$ cat config.mk
export PLATFORM = sky130hd
export DESIGN_NAME = s5hs_front_flat
export DESIGN_NICKNAME = d
export VERILOG_FILES = /design/src/design/s5hs_pkg.sv /design/src/design/s5hs_in_if.sv /design/src/design/s5hs_front.sv /design/src/flat_wrapper.sv
export SDC_FILE = /design/constraint.sdc
export NUM_CORES = 1
export LEC_CHECK = 0
export ABC_AREA = 1
export ABC_CLOCK_PERIOD_IN_PS = 2230
export BUFFER_PORTS_ARGS = -buffer_cell sky130_fd_sc_hd__buf_4
export CAP_MARGIN = 40
export CORE_MARGIN = 2
export CORE_UTILIZATION = 51
export DETAILED_ROUTE_END_ITERATION = 10
export HOLD_SLACK_MARGIN = 0.15
export PLACE_DENSITY = 0.75
export RECOVER_POWER = 100
export SYNTH_ARGS = -nofsm -noshare
export SYNTH_HDL_FRONTEND = slang
export SYNTH_SLANG_ARGS = --single-unit
$ cat constraint.sdc
create_clock -name clk -period 2.23 [get_ports clk]
set_input_delay 0.1115 -clock clk [delete_from_list [all_inputs] [get_ports clk]]
set_output_delay 0.1115 -clock clk [all_outputs]
set_load 0.01 [all_outputs]
$ cat src/design/s5hs_pkg.sv
`timescale 1ns / 1ps
// ----------------------------------------------------------------------------
// s5hs_pkg
// Shared types and sizes of the SOCKS5 client handshake block.
// ----------------------------------------------------------------------------
package s5hs_pkg;

	localparam int MAX_STRING  = 256;
	localparam int STORE_AW    = $clog2(MAX_STRING);
	localparam int QUEUE_DEPTH = 2;
	localparam int QPTR_W      = (QUEUE_DEPTH > 1) ? $clog2(QUEUE_DEPTH) : 1;
	localparam int QCNT_W      = $clog2(QUEUE_DEPTH + 1);
	localparam int CFG_IDX_W   = 3;
	localparam int CFG_DATA_W  = 16;

	typedef enum logic [2:0] {
		OP_NOP,
		OP_LOAD_HOST,
		OP_LOAD_USER,
		OP_LOAD_PASS,
		OP_START,
		OP_RX,
		OP_PULL
	} op_t;

	typedef struct packed {
		op_t        op;
		logic [7:0] index;
		logic [7:0] value;
	} cmd_t;

endpackage

$ cat src/design/s5hs_in_if.sv
`timescale 1ns / 1ps
// ----------------------------------------------------------------------------
// s5hs_in_if
// Input channel: one command item per transaction.
// ----------------------------------------------------------------------------
interface s5hs_in_if;
	logic       valid;
	logic       ready;
	logic [2:0] mode;
	logic [7:0] index;
	logic [7:0] value;

	modport source (output valid, output mode, output index, output value, input ready);
	modport sink (input valid, input mode, input index, input value, output ready);
endinterface

$ cat src/design/s5hs_front.sv
`timescale 1ns / 1ps
// ----------------------------------------------------------------------------
// s5hs_front
// Accepts input transactions, decodes the mode into an operation and
// buffers the commands in a short queue ahead of the execute stage.
// ----------------------------------------------------------------------------
module s5hs_front
	import s5hs_pkg::*;
(
	input  logic      clk,
	input  logic      arst_n,
	s5hs_in_if.sink   req,
	output logic      q_valid,
	input  logic      q_ready,
	output cmd_t      q_cmd
);

	localparam logic [2:0] MODE_LOAD_HOST = 3'd0;
	localparam logic [2:0] MODE_LOAD_USER = 3'd1;
	localparam logic [2:0] MODE_LOAD_PASS = 3'd2;
	localparam logic [2:0] MODE_START     = 3'd3;
	localparam logic [2:0] MODE_RX        = 3'd4;
	localparam logic [2:0] MODE_PULL      = 3'd5;

	cmd_t              dec_cmd;
	cmd_t              slot_q [QUEUE_DEPTH];
	logic [QPTR_W-1:0] wr_ptr_q;
	logic [QPTR_W-1:0] rd_ptr_q;
	logic [QCNT_W-1:0] count_q;
	logic              push;
	logic              pop;

	always_comb begin
		dec_cmd.index = req.index;
		dec_cmd.value = req.value;
		unique case (req.mode)
			MODE_LOAD_HOST: dec_cmd.op = OP_LOAD_HOST;
			MODE_LOAD_USER: dec_cmd.op = OP_LOAD_USER;
			MODE_LOAD_PASS: dec_cmd.op = OP_LOAD_PASS;
			MODE_START:     dec_cmd.op = OP_START;
			MODE_RX:        dec_cmd.op = OP_RX;
			MODE_PULL:      dec_cmd.op = OP_PULL;
			default:        dec_cmd.op = OP_NOP;
		endcase
	end

	assign req.ready = (count_q != QCNT_W'(QUEUE_DEPTH));
	assign push      = req.valid & req.ready;
	assign q_valid   = (count_q != '0);
	assign pop       = q_valid & q_ready;
	assign q_cmd     = slot_q[rd_ptr_q];

	always_ff @(posedge clk or negedge arst_n) begin
		if (!arst_n) begin
			wr_ptr_q <= '0;
			rd_ptr_q <= '0;
			count_q  <= '0;
		end else begin
			if (push) begin
				if (wr_ptr_q == QPTR_W'(QUEUE_DEPTH - 1)) wr_ptr_q <= '0;
				else wr_ptr_q <= wr_ptr_q + 1'b1;
			end
			if (pop) begin
				if (rd_ptr_q == QPTR_W'(QUEUE_DEPTH - 1)) rd_ptr_q <= '0;
				else rd_ptr_q <= rd_ptr_q + 1'b1;
			end
			if (push && !pop) count_q <= count_q + 1'b1;
			else if (pop && !push) count_q <= count_q - 1'b1;
		end
	end

	always_ff @(posedge clk) begin
		if (push) slot_q[wr_ptr_q] <= dec_cmd;
	end

`ifndef SYNTHESIS
	a_count_bound: assert property (@(posedge clk) disable iff (!arst_n)
		count_q <= QCNT_W'(QUEUE_DEPTH))
		else $error("queue fill count above depth");

	a_push_counts: assert property (@(posedge clk) disable iff (!arst_n)
		(push && !pop) |=> count_q == QCNT_W'($past(count_q) + 1'b1))
		else $error("push without pop did not raise the fill count");
`endif

endmodule

$ cat src/flat_wrapper.sv
// flat-port wrapper written by rule: the top's interface ports become plain ports
module s5hs_front_flat import s5hs_pkg::*;
  (clk, arst_n, q_valid, q_ready, q_cmd, req_valid, req_mode, req_index, req_value, req_ready);
  s5hs_in_if req_i ();
  input  logic clk;
  input  logic arst_n;
  output logic q_valid;
  input  logic q_ready;
  output cmd_t q_cmd;
  input wire logic [$bits(req_i.valid)-1:0] req_valid;
  input wire logic [$bits(req_i.mode)-1:0] req_mode;
  input wire logic [$bits(req_i.index)-1:0] req_index;
  input wire logic [$bits(req_i.value)-1:0] req_value;
  output wire logic [$bits(req_i.ready)-1:0] req_ready;
  assign req_i.valid = req_valid;
  assign req_i.mode = req_mode;
  assign req_i.index = req_index;
  assign req_i.value = req_value;
  assign req_ready = req_i.ready;
  s5hs_front u_core (.clk(clk), .arst_n(arst_n), .req(req_i), .q_valid(q_valid), .q_ready(q_ready), .q_cmd(q_cmd));
endmodule
# == Word level (Yosys, flattened, before mapping) ==
# Memories as Yosys holds them, arrays and structs flattened.
# Cells that the tools add are included.
# totals
ram_bits,38
input_bits,23
register_bits,4
n_memories,1
output_inout_bits,21
# classes
reduce_logical,7
bitwise,2
eq_ne,6
n_addsub,4
muxes,7
# mem_list
name,depth,width,read_ports,rd_ports_with_merged_regs,wr,line_no,source
u_core.slot_q,2,19,1,0,1,s5hs_front.sv:26,cmd_t slot_q [QUEUE_DEPTH];
# ops
op,n
$pmux W3 S6,1
$eq A3 B2 Y1 const B,2
$eq A3 B3 Y1 const B,2
$mux W1,4
$mux W2,2
$reduce_bool A2 Y1,2
$eq A3 B1 Y1 const B,1
$logic_not A3 Y1,1
$add A1 B1 Y1 const B,2
$add A2 B1 Y2 const B,1
$and A1 B1 Y1,2
$logic_and A1 B1 Y1,2
$logic_not A1 Y1,2
$ne A2 B2 Y1 const B,1
$sub A2 B1 Y2 const B,1

# == Longest topological paths before layout ==
# logic_depth
depth_word,6
depth_mapped,10
depth_no_buf,10

# == Least setup slack after synthesis ==
# OpenSTA, ideal clock, no wires.
# synth_timing
kind,register to register
start,reg u_core.count_q[0]
end,"mem u_core.slot_q[0][0] in the netlist's numbering, enable pin"
slack_ns,0.427
stages_incl_launch_ff,5
period_less_slack_ns,1.803
arrival_ns,1.408
setup_time_ns,0.395
required_time_ns,1.835
path_cell_list,dfrtp_1 -> inv_2 -> nand2_4 -> nand2_4 -> nor2_1
# synth_via
elab_chain_len,4
# synth_lines
element,line_no,source
"start, declared",s5hs_front.sv:29,logic [QCNT_W-1:0] count_q;
"start signal, assigned",s5hs_front.sv:67,if (push && !pop) count_q <= count_q + 1'b1;
"start signal, assigned",s5hs_front.sv:68,else if (pop && !push) count_q <= count_q - 1'b1;
$ne A2 B2 Y1,s5hs_front.sv:47,assign req.ready = (count_q != QCNT_W'(QUEUE_DEPTH));
via req_ready,flat_wrapper.sv:14,output wire logic [$bits(req_i.ready)-1:0] req_ready;
$and A1 B1 Y1,s5hs_front.sv:48,assign push = req.valid & req.ready;
$mux W1,s5hs_front.sv:73,if (push) slot_q[wr_ptr_q] <= dec_cmd;
$mux W1 (not written as such),s5hs_front.sv:73,
"end, declared",s5hs_front.sv:26,
# The timed path passes the listed nets, and every way through them passes these cells.

# == Worst setup path after layout ==
# layout_timing
start,reg u_core.count_q[0]
end,"mem u_core.slot_q[1][13] in the netlist's numbering, enable pin"
# layout_via
elab_chain_len,4
# layout_lines
element,line_no
$ne A2 B2 Y1,s5hs_front.sv:47
$and A1 B1 Y1,s5hs_front.sv:48
$mux W1,s5hs_front.sv:73
$mux W1 (not written as such),s5hs_front.sv:73
# No other way between the ends.

==> run summary <==
• number of antenna violations at the first check in global routing: 0
• Area after DPL: 2030 µm²
• shortest clock period the worst path allows after layout: 2.01 ns
• maximum number of buffers from clock root to sink: 2
• number of vias after detailed routing: 1,172
• share of the yosys chip area belonging to registers: 74.6%
• area occupied by multi-input gates: 345 µm²
• number of vias per cell after detailed routing: 4.65
• fill count: 247
• required time at the endpoint of the critical path: 2.20 ns
• number of setup violations in the final report: 0
• Post-Route WL: 3030 µm
• total die area: 3730 µm²
• cells traversed along the worst timing path: inv_1 > nand2_1 > nand2_1 > nor2_2 > clkbuf_1
• Initial DRT Pass Iterations: 4
• Synth Net Count: 161
• critical path type: flop to flop
• final net count: 231
• achievable clock frequency: 498 MHz
• placement row count: 20
• HPWL after detailed placement: 1960 µm
• Iter 0 DRT Violations: 56
• crit path setup slack, layout: 0.221 ns
• clock network latency to the later pin of the worst-skew pair: 0.34 ns
• final cycle utilization of the critical path: 90.1%
• Setup Buffers After CTS: 0
• most used cells in the layout excluding fill and tap cells: 68 x nand2_1, 38 x edfxtp_1, 23 x clkbuf_1
• pwr dens: 1080 nW/µm²
• top cell type by total area after synthesis: edfxtp_1
• synthesized cell area: 1660 µm²
• post-place setup slack: 0.454 ns
• HP Class: primary input to flop
• core region area: 3080 µm²
• Post-route DRC: 0
• largest driver fanout on the critical path: 19
• number of max-cap violations: 0
• Post-Route Skew: 0.00434 ns
• area growth from synthesis to layout: 32.5%
• area share of the largest cell type after synthesis: 68.6%
• number of global-route vias before repair: 1,159
• detail-routed net length per standard cell: 12.0 µm
• fraction of the core area covered by cells at the end of the flow: 71.6%
• number of pins with negative max-slew slack in the final report: 0
• Starting Density: 54.0%
• largest stage delay on the critical path: 0.81 ns
• clock transition at the register clock pins on the worst setup and hold paths after CTS: 0.11 ns
• Cells after Synth: 137
• most common library cell in the layout ignoring fill and taps: nand2_1
• FF+latch count, synth: 42
• largest cells by area after synthesis: edfxtp_1 69%, nand2_1 15%, dfrtp_1 6.0%, inv_1 1.8%, nand2_4 1.4%
• arrival time at the worst endpoint: 1.98 ns
• antenna diode count: 0
• number of buffers added on ports: 43
• Worst Setup End Kind: flop
• Crit path top cell by count: nand2_1
• normalized max-slew margin: 28.1%
• Final Hold Violating Endpoints: 0
• GR Overflow Total: 0
• clock buffers created by TritonCTS: 5
• result of the run: completed
• Sinks on Clock Net: 42
• Register Area: 1240 µm²
• element type at the critical path start: flop
• Post-Synthesis Mean Instance Area: 12.1 µm²
• Routed Antenna Nets: 0
• final non-filler cell area: 2200 µm²
• Post-Route Setup TNS: 0 ns
• Critical-path top delay cell: clkbuf_1
• Buf+Inv Stages, Crit Path: 2
• chip width: 61.1 µm
• Tightest Pin Transition: 1.08 ns
• global-route total usage across every layer: 18.9%
• master cell of the clock root buffer: clkbuf_4
• Top delay family on crit path: buffers and inverters
• yosys synthesis warning count: 0
• first-pass GRT wire length: 4840 µm
• routability congestion estimate from global placement: 0.725
• Chip Height: 61.1 µm
• distinct cell type count after synthesis: 17
• worst voltage drop across the vdd grid: 0.589 mV
• pin count of the biggest net entering global routing: 22
• cell leakage power: 0.000940 µW
• layout cells sized above 1: 16.8%
• H-tree level count: 2
• unrepaired setup endpoints after global routing: no
• I/O pin count: 44
• TritonCTS clock tree: yes
[logic make-up after synthesis]
logic type	count (synthesis)	synth area share [%]
and+or+nand+nor	77	19.0
DFF	42	74.6
xor gates and xnor gates	2	1.51
buffers and inverters	14	3.84
AOI/OAI and AO/OA	1	0.301
adders and majority gates	1	0.752
[layer usage]
| layer | vias up | global-route usage, % | routed length, µm |
|---|---|---|---|
| met1 | 536 | 20.1 | 1190 |
| met4 | 0 | 13.0 | 106 |
| met3 | 12 | 4.41 | 111 |
| met5 | - | 0 | 0 |
| met2 | 34 | 33.1 | 1620 |
| li1 | 590 | - | - |
[power breakdown]
group / total, µW / switching (µW) / internal [µW]
sequential: 1200 / 113 / 1090
combinational: 837 / 545 / 291
clock: 341 / 223 / 119
[synthesized netlist by cell type]
cell type / n
nand2_4: 2
nor2_1: 4
nand2_1: 65
xnor2_1: 1
inv_1: 8
nand3_1: 2
buf_2: 3
inv_2: 2
nand2_2: 2
nand4_1: 1
o21ai_0: 1
nor3_1: 1
edfxtp_1: 38
dfrtp_1: 4
ha_1: 1
xor2_2: 1
buf_6: 1
[what timing repair did]
| item | CTS | global route |
|---|---|---|
| hold buffers | 22 | 0 |
| hold endpoints to repair | 42 | 0 |
| resized for setup | 0 | 1 |
| endpoints found under the setup margin | 0 | 19 |
[path summary, 6_finish.rpt]
path	endpoint	from	cells after the start	slack, ns
worst max-delay path	u_core.slot_q[1][13]$_DFFE_PP_	u_core.count_q[0]$_DFFE_PN0P_	5	0.22
worst min-delay path	u_core.slot_q[1][17]$_DFFE_PP_	req_mode[1]	4	0.18
worst max register to register	u_core.slot_q[1][13]$_DFFE_PP_	u_core.count_q[0]$_DFFE_PN0P_	5	0.22
worst min register to register	u_core.count_q[0]$_DFFE_PN0P_	u_core.count_q[0]$_DFFE_PN0P_	1	0.52
max in group asynchronous	u_core.rd_ptr_q$_DFFE_PN0P_	arst_n	3	1.36
min in group asynchronous	u_core.count_q[0]$_DFFE_PN0P_	arst_n	3	0.68
[metrics by stage]
step / hold slack (ns) / total power, µW / instances
after floorplan: -0.184 / 1760 / 137
after global placement: -0.0886 / 2180 / 222
after detailed placement: -0.0864 / 2210 / 222
after CTS: 0.161 / 2590 / 252
after global routing: 0.177 / 2550 / 252
final: 0.177 / 2380 / 252
[sequential cells by signal, summed over array words and instances (netlist names)]
signal,flops
u_core.slot_q,38
u_core.count_q,2
u_core.rd_ptr_q,1
u_core.wr_ptr_q,1
[final cells by class]
cell class                 instances  area share, %
tap                               44           2.50
inverter                          10           1.70
multi-input combinational         81           15.7
timing repair buffer              67           21.5
clock buffer                       6           1.87
clock inverter                     2          0.398
sequential                        42           56.4
[worst register-to-register path: stages (launching register included)]
cell and delay (ns):
dfrtp_1 0.40, inv_1 0.08, nand2_1 0.08, nand2_1 0.16
nor2_2 0.11, clkbuf_1 0.81
(Power assumes the default switching activity.)
